$ cat src/rtl/core/rolling_hash_pattern_matcher_core_defines.svh
// Assertion macros shared by the rolling hash matcher RTL.
`ifndef ROLLING_HASH_PATTERN_MATCHER_CORE_DEFINES_SVH
`define ROLLING_HASH_PATTERN_MATCHER_CORE_DEFINES_SVH

// Same-cycle implication, disabled while reset is asserted.
`define RHPM_ASSERT_IMPL(lbl, ante, cons) \
    lbl: assert property (@(posedge aclk) disable iff (!aresetn) (ante) |-> (cons)) \
        else $error("rhpm assertion failed");

// Next-cycle implication, disabled while reset is asserted.
`define RHPM_ASSERT_NEXT(lbl, ante, cons) \
    lbl: assert property (@(posedge aclk) disable iff (!aresetn) (ante) |=> (cons)) \
        else $error("rhpm assertion failed");

`endif

$ cat src/rtl/core/rhpm_pkg.sv
// Shared types and constants for the rolling hash pattern matcher.
package rhpm_pkg;

    localparam int BYTE_W    = 8;
    localparam int HASH_W    = 64;
    localparam int OUT_POS_W = 16;

    localparam logic [HASH_W-1:0] HASH_BASE = 64'd1001;

    localparam logic MODE_PATTERN = 1'b0;
    localparam logic MODE_TEXT    = 1'b1;

    // Controller to datapath commands, one cycle each.
    typedef struct packed {
        logic load_item;
        logic pat_restart;
        logic pat_step;
        logic txt_mul;
        logic txt_upd;
        logic txt_cmp;
        logic v_read;
        logic v_step;
        logic found_set;
        logic out_load;
    } rhpm_cmd_t;

    // Datapath to controller status.
    typedef struct packed {
        logic pat_complete;
        logic hash_hit;
        logic byte_eq;
        logic walk_last;
        logic item_last;
    } rhpm_sts_t;

endpackage

$ cat src/rtl/core/rolling_hash_pattern_matcher_core.sv
// Top level of the rolling hash pattern matcher: controller plus datapath.
// Pattern byte: accept, then store and hash. Text byte: accept, leaving-byte multiply, hash update,
// hash compare, in that order.
// Hash hit: the verify walk adds a RAM read and a compare per pattern byte.
// Loading a result into the output register stalls while that register holds an unread one;
// one item at a time. Reset: synchronous active-low aresetn clears lengths, hashes, counters.
module rolling_hash_pattern_matcher_core import rhpm_pkg::*; #(
    parameter int MAX_PATTERN_LEN = 32,
    parameter int POSITION_BITS   = 16
) (
    input  logic                 aclk,
    input  logic                 aresetn,
    input  logic                 s_tvalid,
    output logic                 s_tready,
    input  logic [BYTE_W-1:0]    s_tdata,    // [7:0] byte_value
    input  logic [0:0]           s_tuser,    // [0] mode
    input  logic                 s_tlast,
    output logic                 m_tvalid,
    input  logic                 m_tready,
    output logic [OUT_POS_W-1:0] m_tdata,    // [15:0] match_position
    output logic [0:0]           m_tuser,    // [0] match_found
    output logic                 m_tlast
);

    rhpm_cmd_t cmd;
    rhpm_sts_t sts;

    rhpm_ctrl u_ctrl (
        .aclk     (aclk),
        .aresetn  (aresetn),
        .s_tvalid (s_tvalid),
        .s_tready (s_tready),
        .s_tuser  (s_tuser),
        .m_tvalid (m_tvalid),
        .m_tready (m_tready),
        .cmd      (cmd),
        .sts      (sts)
    );

    rhpm_dp #(
        .MAX_PATTERN_LEN (MAX_PATTERN_LEN),
        .POSITION_BITS   (POSITION_BITS)
    ) u_dp (
        .aclk    (aclk),
        .aresetn (aresetn),
        .cmd     (cmd),
        .sts     (sts),
        .s_tdata (s_tdata),
        .s_tlast (s_tlast),
        .m_tdata (m_tdata),
        .m_tuser (m_tuser),
        .m_tlast (m_tlast)
    );

endmodule

$ cat src/rtl/core/rhpm_ram.sv
// Generic single-write, single-read RAM with registered read data.
module rhpm_ram #(
    parameter int DATA_W = 8,
    parameter int DEPTH  = 32
) (
    input  logic                                       aclk,
    input  logic                                       we,
    input  logic [((DEPTH > 1) ? $clog2(DEPTH) : 1)-1:0] waddr,
    input  logic [DATA_W-1:0]                          wdata,
    input  logic [((DEPTH > 1) ? $clog2(DEPTH) : 1)-1:0] raddr,
    output logic [DATA_W-1:0]                          rdata
);

    logic [DATA_W-1:0] mem [DEPTH];

    always_ff @(posedge aclk) begin
        if (we) begin
            mem[waddr] <= wdata;
        end
        rdata <= mem[raddr];
    end

endmodule

$ cat src/rtl/core/rhpm_dp.sv
// Datapath: pattern and window RAMs, hashes, ring pointers and result register.
`include "rolling_hash_pattern_matcher_core_defines.svh"

module rhpm_dp import rhpm_pkg::*; #(
    parameter int MAX_PATTERN_LEN = 32,
    parameter int POSITION_BITS   = 16
) (
    input  logic                 aclk,
    input  logic                 aresetn,
    input  rhpm_cmd_t            cmd,
    output rhpm_sts_t            sts,
    input  logic [BYTE_W-1:0]    s_tdata,
    input  logic                 s_tlast,
    output logic [OUT_POS_W-1:0] m_tdata,
    output logic [0:0]           m_tuser,
    output logic                 m_tlast
);

    localparam int AW = (MAX_PATTERN_LEN > 1) ? $clog2(MAX_PATTERN_LEN) : 1;
    localparam int LW = $clog2(MAX_PATTERN_LEN + 1);
    localparam int PB = POSITION_BITS;

    logic [BYTE_W-1:0]    byte_reg, byte_next;
    logic                 last_reg, last_next;
    logic [LW-1:0]        len_reg, len_next;
    logic                 complete_reg, complete_next;
    logic [HASH_W-1:0]    q_reg, q_next;
    logic [HASH_W-1:0]    tw_reg, tw_next;
    logic [HASH_W-1:0]    g_reg, g_next;
    logic [HASH_W-1:0]    gs_reg, gs_next;
    logic [HASH_W-1:0]    prod_reg, prod_next;
    logic [AW-1:0]        slot_reg, slot_next;
    logic [LW-1:0]        fill_reg, fill_next;
    logic [PB-1:0]        pos_reg, pos_next;
    logic [AW-1:0]        i_reg, i_next;
    logic [AW-1:0]        j_reg, j_next;
    logic                 found_reg, found_next;
    logic [OUT_POS_W-1:0] out_pos_reg, out_pos_next;
    logic                 out_found_reg, out_found_next;
    logic                 out_last_reg, out_last_next;

    logic [BYTE_W-1:0]    pat_rdata;
    logic [BYTE_W-1:0]    ring_rdata;
    logic [BYTE_W-1:0]    oldest;
    logic                 pat_room;
    logic                 full;
    logic [LW-1:0]        slot_inc;
    logic [AW-1:0]        slot_adv;
    logic [LW-1:0]        j_inc;
    logic [AW-1:0]        j_adv;
    logic [PB-1:0]        start_pos;

    rhpm_ram #(
        .DATA_W (BYTE_W),
        .DEPTH  (MAX_PATTERN_LEN)
    ) u_pat_ram (
        .aclk  (aclk),
        .we    (cmd.pat_step && pat_room),
        .waddr (len_reg[AW-1:0]),
        .wdata (byte_reg),
        .raddr (i_reg),
        .rdata (pat_rdata)
    );

    rhpm_ram #(
        .DATA_W (BYTE_W),
        .DEPTH  (MAX_PATTERN_LEN)
    ) u_ring_ram (
        .aclk  (aclk),
        .we    (cmd.txt_mul),
        .waddr (slot_reg),
        .wdata (byte_reg),
        .raddr (cmd.v_read ? j_reg : slot_reg),
        .rdata (ring_rdata)
    );

    assign pat_room  = len_reg < LW'(MAX_PATTERN_LEN);
    assign full      = fill_reg == len_reg;
    assign oldest    = full ? ring_rdata : '0;
    assign slot_inc  = LW'(slot_reg) + LW'(1);
    assign slot_adv  = (slot_inc >= len_reg) ? '0 : slot_inc[AW-1:0];
    assign j_inc     = LW'(j_reg) + LW'(1);
    assign j_adv     = (j_inc >= len_reg) ? '0 : j_inc[AW-1:0];
    assign start_pos = pos_reg - PB'(len_reg);

    // The window hash keeps the newest byte at weight 1 and the oldest at 1001^(L-1);
    // the pattern hash uses the same ordering, so a true match always hits.
    always_comb begin
        byte_next      = byte_reg;
        last_next      = last_reg;
        len_next       = len_reg;
        complete_next  = complete_reg;
        q_next         = q_reg;
        tw_next        = tw_reg;
        g_next         = g_reg;
        gs_next        = gs_reg;
        prod_next      = prod_reg;
        slot_next      = slot_reg;
        fill_next      = fill_reg;
        pos_next       = pos_reg;
        i_next         = i_reg;
        j_next         = j_reg;
        found_next     = found_reg;
        out_pos_next   = out_pos_reg;
        out_found_next = out_found_reg;
        out_last_next  = out_last_reg;

        if (cmd.load_item) begin
            byte_next  = s_tdata;
            last_next  = s_tlast;
            found_next = 1'b0;
        end

        if (cmd.pat_restart) begin
            len_next      = '0;
            complete_next = 1'b0;
            q_next        = '0;
            tw_next       = HASH_W'(1);
            g_next        = '0;
            gs_next       = '0;
            slot_next     = '0;
            fill_next     = '0;
            pos_next      = '0;
        end

        if (cmd.pat_step) begin
            if (pat_room) begin
                q_next   = q_reg * HASH_BASE + HASH_W'(byte_reg);
                tw_next  = tw_reg * HASH_BASE;
                len_next = len_reg + LW'(1);
            end
            if (last_reg) begin
                complete_next = 1'b1;
            end
        end

        // Weight of the byte leaving the window is 1001^L after the scale step.
        if (cmd.txt_mul) begin
            prod_next = tw_reg * HASH_W'(oldest);
        end

        if (cmd.txt_upd) begin
            g_next    = gs_reg - prod_reg + HASH_W'(byte_reg);
            slot_next = slot_adv;
            if (!full) begin
                fill_next = fill_reg + LW'(1);
            end
            pos_next  = pos_reg + PB'(1);
            i_next    = '0;
            j_next    = slot_adv;
        end

        if (cmd.txt_cmp) begin
            gs_next = g_reg * HASH_BASE;
        end

        if (cmd.v_step) begin
            i_next = i_reg + AW'(1);
            j_next = j_adv;
        end

        if (cmd.found_set) begin
            found_next = 1'b1;
        end

        if (cmd.out_load) begin
            out_found_next = found_reg;
            out_last_next  = last_reg;
            out_pos_next   = found_reg ? OUT_POS_W'(start_pos) : '0;
            // Final text byte: drop the text state, keep the pattern.
            if (last_reg) begin
                g_next    = '0;
                gs_next   = '0;
                slot_next = '0;
                fill_next = '0;
                pos_next  = '0;
            end
        end
    end

    always_ff @(posedge aclk) begin
        if (!aresetn) begin
            len_reg      <= '0;
            complete_reg <= 1'b0;
            q_reg        <= '0;
            tw_reg       <= HASH_W'(1);
            g_reg        <= '0;
            gs_reg       <= '0;
            slot_reg     <= '0;
            fill_reg     <= '0;
            pos_reg      <= '0;
            found_reg    <= 1'b0;
        end else begin
            len_reg      <= len_next;
            complete_reg <= complete_next;
            q_reg        <= q_next;
            tw_reg       <= tw_next;
            g_reg        <= g_next;
            gs_reg       <= gs_next;
            slot_reg     <= slot_next;
            fill_reg     <= fill_next;
            pos_reg      <= pos_next;
            found_reg    <= found_next;
        end
    end

    always_ff @(posedge aclk) begin
        byte_reg      <= byte_next;
        last_reg      <= last_next;
        prod_reg      <= prod_next;
        i_reg         <= i_next;
        j_reg         <= j_next;
        out_pos_reg   <= out_pos_next;
        out_found_reg <= out_found_next;
        out_last_reg  <= out_last_next;
    end

    assign sts.pat_complete = complete_reg;
    assign sts.hash_hit     = full && (g_reg == q_reg);
    assign sts.byte_eq      = ring_rdata == pat_rdata;
    assign sts.walk_last    = (LW'(i_reg) + LW'(1)) == len_reg;
    assign sts.item_last    = last_reg;

    assign m_tdata    = out_pos_reg;
    assign m_tuser[0] = out_found_reg;
    assign m_tlast    = out_last_reg;

    `RHPM_ASSERT_IMPL(a_fill_within_len, 1'b1, fill_reg <= len_reg)
    `RHPM_ASSERT_IMPL(a_slot_within_len, complete_reg, LW'(slot_reg) < len_reg)
    `RHPM_ASSERT_IMPL(a_match_had_hit, cmd.out_load && found_reg, g_reg == q_reg)

endmodule

$ cat src/rtl/core/rhpm_ctrl.sv
// Controller: sequences pattern loads, hash updates, verify walk and result handoff.
`include "rolling_hash_pattern_matcher_core_defines.svh"

module rhpm_ctrl import rhpm_pkg::*; (
    input  logic       aclk,
    input  logic       aresetn,
    input  logic       s_tvalid,
    output logic       s_tready,
    input  logic [0:0] s_tuser,
    output logic       m_tvalid,
    input  logic       m_tready,
    output rhpm_cmd_t  cmd,
    input  rhpm_sts_t  sts
);

    localparam logic [2:0] ST_IDLE  = 3'd0;
    localparam logic [2:0] ST_PAT   = 3'd1;
    localparam logic [2:0] ST_MUL   = 3'd2;
    localparam logic [2:0] ST_UPD   = 3'd3;
    localparam logic [2:0] ST_CMP   = 3'd4;
    localparam logic [2:0] ST_VADDR = 3'd5;
    localparam logic [2:0] ST_VCMP  = 3'd6;
    localparam logic [2:0] ST_OUT   = 3'd7;

    logic [2:0] state_reg, state_next;
    logic       m_tvalid_reg, m_tvalid_next;
    logic       accept;

    assign s_tready = state_reg == ST_IDLE;
    assign accept   = s_tvalid && s_tready;
    assign m_tvalid = m_tvalid_reg;

    always_comb begin
        state_next = state_reg;
        cmd        = '0;

        case (state_reg)
            ST_IDLE: begin
                if (accept) begin
                    cmd.load_item = 1'b1;
                    if (s_tuser[0] == MODE_PATTERN) begin
                        cmd.pat_restart = sts.pat_complete;
                        state_next      = ST_PAT;
                    end else if (sts.pat_complete) begin
                        state_next = ST_MUL;
                    end
                    // Text with no pattern loaded: drop it.
                end
            end
            ST_PAT: begin
                cmd.pat_step = 1'b1;
                state_next   = ST_IDLE;
            end
            ST_MUL: begin
                cmd.txt_mul = 1'b1;
                state_next  = ST_UPD;
            end
            ST_UPD: begin
                cmd.txt_upd = 1'b1;
                state_next  = ST_CMP;
            end
            ST_CMP: begin
                cmd.txt_cmp = 1'b1;
                if (sts.hash_hit) begin
                    state_next = ST_VADDR;
                end else if (sts.item_last) begin
                    state_next = ST_OUT;
                end else begin
                    state_next = ST_IDLE;
                end
            end
            ST_VADDR: begin
                cmd.v_read = 1'b1;
                state_next = ST_VCMP;
            end
            ST_VCMP: begin
                cmd.v_step = 1'b1;
                if (!sts.byte_eq) begin
                    state_next = sts.item_last ? ST_OUT : ST_IDLE;
                end else if (sts.walk_last) begin
                    cmd.found_set = 1'b1;
                    state_next    = ST_OUT;
                end else begin
                    state_next = ST_VADDR;
                end
            end
            ST_OUT: begin
                // Hold until the result register is free.
                if (!m_tvalid_reg || m_tready) begin
                    cmd.out_load = 1'b1;
                    state_next   = ST_IDLE;
                end
            end
            default: begin
                state_next = ST_IDLE;
            end
        endcase
    end

    always_comb begin
        m_tvalid_next = m_tvalid_reg;
        if (cmd.out_load) begin
            m_tvalid_next = 1'b1;
        end else if (m_tready) begin
            m_tvalid_next = 1'b0;
        end
    end

    always_ff @(posedge aclk) begin
        if (!aresetn) begin
            state_reg    <= ST_IDLE;
            m_tvalid_reg <= 1'b0;
        end else begin
            state_reg    <= state_next;
            m_tvalid_reg <= m_tvalid_next;
        end
    end

    `RHPM_ASSERT_IMPL(a_no_overwrite, cmd.out_load, !m_tvalid_reg || m_tready)
    `RHPM_ASSERT_NEXT(a_text_starts_hash, accept && (s_tuser[0] == MODE_TEXT) && sts.pat_complete, state_reg == ST_MUL)
    `RHPM_ASSERT_NEXT(a_miss_no_result, (state_reg == ST_VCMP) && !sts.byte_eq && !sts.item_last, state_reg == ST_IDLE)

endmodule
$ cat config.mk
export PLATFORM = sky130hd
export DESIGN_NAME = rolling_hash_pattern_matcher_core
export DESIGN_NICKNAME = d
export VERILOG_FILES = /design/src/rtl/core/rhpm_pkg.sv /design/src/rtl/core/rolling_hash_pattern_matcher_core.sv /design/src/rtl/core/rhpm_ram.sv /design/src/rtl/core/rhpm_dp.sv /design/src/rtl/core/rhpm_ctrl.sv
export VERILOG_INCLUDE_DIRS = /design/src /design/src/rtl/core
export SDC_FILE = /design/constraint.sdc
export NUM_CORES = 2
export LEC_CHECK = 0
export BUFFER_PORTS_ARGS = -buffer_cell sky130_fd_sc_hd__buf_2
export CAP_MARGIN = 20
export CORE_UTILIZATION = 45
export DETAILED_ROUTE_END_ITERATION = 16
export GPL_ROUTABILITY_DRIVEN = 0
export PLACE_DENSITY = 0.63
export SLEW_MARGIN = 10
export SYNTH_ARGS = -nofsm -noshare
export SYNTH_HDL_FRONTEND = slang
export SYNTH_SLANG_ARGS = --single-unit
$ cat constraint.sdc
create_clock -name aclk -period 10.1 [get_ports aclk]
set_input_delay 0 -clock aclk [delete_from_list [all_inputs] [get_ports aclk]]
set_output_delay 0 -clock aclk [all_outputs]
set_load 0.01 [all_outputs]
==> results by group <==
Final layout
  – Nets: 10.9k
  – Area growth syn-to-layout: 7.18%
  – Layout cells sized above 1: 5.68%
  – Regs by FF count: u_dp.u_pat_ram.mem: 256 flops, u_dp.u_ring_ram.mem: 256 flops

Detailed routing
  – Antenna-violating nets left: 0
  – Routed len/inst: 21.5 um
  – Iteration-0 DRC Markers: 5622
  – Via/cell ratio: 5.59
  – WL final: 250000 um
  – DRT Pass-1 Iters: 6
  – Drc violations: 0
  – Via Count: 64.9k

Synthesis
  – Post-synthesis sequential area ratio: 26.7%
  – Ys flop type: edfxtp_1
  – Yosys reg bits: 924
  – Top cell type's share of synthesized area: 25.7%
  – Xor/xnor share of the synthesized area: 3.98%
  – Distinct cell type count after synthesis: 94
  – Mean Syn Cell Area: 10.3 um^2
  – Synth Area in Simple Gates: 10.2%
  – EDFF count, synth: 613
  – Compound-Gate Fraction of Synth Area: 9.55%
  – Synth area leader: fa_1
  – Synth warnings: 0
  – Async set-reset flop share out of synthesis: 0%
  – Synth top cells by count: inv_1, fa_1, ha_1, nand2_1, edfxtp_1
  – Synth area leaders: fa_1, edfxtp_1, ha_1
  – Post-Syn Nets: 11.0k
  – Mapped Cells: 8977
  – Most common cell in the netlist: inv_1
  – Largest family of logic cells by synthesized area: adder cells
  – Mux cell area share after synthesis: 3.77%
  – Adder-Cell Fraction of Synth Area: 37.0%
  – Synthesized cell area: 92400 um^2

Worst setup path
  – CP Max Fanout: 191
  – Crit end category: flip-flop
  – CP Launch Type: flip-flop
  – CP required: 10.58 ns
  – Crit path from: u_dp.len_reg[2]
  – Register-to-Register Path Depth: 23
  – FF-to-FF End: u_dp.prod_reg[59]
  – Setup crit end: u_dp.prod_reg[59]
  – CP Data Arrival Time: 8.40 ns
  – Worst r2r src: u_dp.len_reg[2]
  – R2R setup slack: 2.18 ns
  – Crit path kind: flip-flop to flip-flop

Global routing
  – Vias in the first global route: 67.0k
  – Largest net degree at the start of global routing: 192
  – GRT Util Overall: 24.4%
  – First-pass GRT wire length: 391000 um
  – Initial antenna violation count: 10
  – Total gr overflow: 0

Timing
  – Slew at the pin closest to its max-slew limit: 1.08 ns
  – Final Critical Period: 7.92 ns
  – Final worst path period share: 78.4%
  – Fmax: 126 MHz
  – Fin Setup TNS: 0 ns
  – Slew margin rel.: 27.8%
  – Final setup viols: 0
  – Hold WS: 0.0468 ns
  – Hold Fails Final Rpt: 0
  – RSZ-0062 raised after global routing: no
  – Max Slew Vio Count: 0
  – Worst Skew: 0.0814 ns

Floorplanning
  – Io pins: 34
  – Die Wd: 455 um
  – Total core area: 203000 um^2
  – FP Rows: 165
  – Full die area: 207000 um^2
  – Initial Utilization: 45.5%
  – Die Span Y: 455 um

Power
  – Leak Pwr: 45.0 nW
  – Cell Pwr Density: 248 nW/um^2
  – VDD IR-drop max: 0.230 mV
  – Tot Pwr: 0.0246 W

Clock tree
  – CTS max path bufs: 3
  – Post-CTS setup buffers: 0
  – Post-CTS sizing: 0
  – Clk slew on worst S/H paths: 0.07 ns
  – Root Buffer: clkbuf_16
  – Clk_lat worst skew: 0.79 ns
  – Max H-tree Level: 3
  – Total CTS buffers: 104
  – CTS tree: done
  – Sink Count: 924

Status
  – Status: finished, final reports clean

Placement
  – DP Wirelength: 188000 um
  – # port buffers: 33

Run
  – Max cap viols: 0

Worst hold path
  – HP Class: input pin to flip-flop
==> routing by layer <==
metal  vias to the layer above  track usage, %  wire (um)
met5                         -               0         26
met4                         4            8.41       9090
met3                       406            3.17      15700
met2                      2105            39.3     115000
met1                     33000            34.1     110000
li1                      29400               -          -
==> cells in the final DEF (no fill, tap or decap), drive strengths merged, types with 46 or more instances in the layout <==
cell,instances
inv,1792
fa,1187
ha,835
nand2,646
edfxtp,613
a21oi,460
and3,439
dfxtp,311
nor2,297
xnor2,255
o21ai,250
a21o,203
xor2,165
nand3,150
mux4,144
clkbuf,131
buf,104
nand4,66
nor2b,65
o21bai,63
a31oi,53
and2,50
nand2b,48
nor3,46
==> where the power goes <==
group	internal [W]	total (W)	switching [W]
sequential	0.00444	0.00527	0.000828
combinational	0.00596	0.0153	0.00936
clock	0.00228	0.00399	0.00171
total	0.0127	0.0246	0.0119
==> worst max-delay path: stages (launching register included) <==
cell and delay, ns:
dfxtp_1 0.61, xnor2_1 0.17, nand4_1 0.14, nor3_2 0.74, buf_12 0.52, and3_1 0.27
fa_1 0.45, fa_1 0.50, fa_1 0.50, inv_1 0.05, fa_1 0.50, inv_1 0.05
ha_1 0.34, a21oi_1 0.18, nand2_1 0.08, a221o_1 0.36, o21a_1 0.22, o41ai_2 0.49
o221a_2 0.34, o41a_2 0.26, o31ai_4 0.10, a31oi_1 0.33, o21ai_1 0.15, xor2_1 0.15
==> area by class of cell <==
cell class | count | area, um^2
clock inverters | 66 | 698
inverters | 1788 | 6710
fillers | 18600 | 104000
diodes | 8 | 20.0
clock buffers | 131 | 2900
well taps | 2672 | 3340
repair buffers | 125 | 933
flip-flops and latches | 924 | 24600
multi-input cells | 5903 | 59700
==> what timing repair did <==
action,in CTS,in global routing
hold buffers,21,0
setup endpoints to repair,0,0
hold endpoints to repair,24,0
==> per-stage QoR <==
| step | std cells | instance area, um^2 | utilization, % | worst slack [ns] |
|---|---|---|---|---|
| 2_1_floorplan | 8977 | 92400 | - | 3.09 |
| 3_3_place_gp | 11400 | 95100 | 46.8 | 2.35 |
| 3_5_place_dp | 11400 | 95200 | 46.8 | 2.29 |
| 4_1_cts | 11600 | 99000 | 48.7 | 2.24 |
| 5_1_grt | 11600 | 99000 | 48.7 | 1.72 |
| 6_report | 11600 | 99000 | 48.7 | 2.18 |
==> cell families after synthesis <==
group | count (synthesis)
AND/OR/NAND/NOR | 1915
multiplexers | 166
AO/OA/AOI/OAI | 1380
flip-flops | 924
XOR/XNOR | 420
adder cells (fa/ha/maj) | 2022
buffers and inverters | 2150
==> how the worst min path moves through the flow <==
stage / from / end / slack [ns] / depth (start not counted)
CTS: s_tdata[0] / u_dp.byte_reg[0] / 0.01 / 2
floorplan: s_tdata[0] / u_dp.byte_reg[0] / 0.1 / 0
global route: s_tdata[0] / u_dp.byte_reg[0] / 0.03 / 2
finish: s_tdata[0] / u_dp.byte_reg[0] / 0.05 / 2
detailed placement: s_tlast / u_dp.last_reg / 0.18 / 1
global placement: s_tdata[7] / u_dp.byte_reg[7] / 0.18 / 1
(Power assumes the default switching activity.)
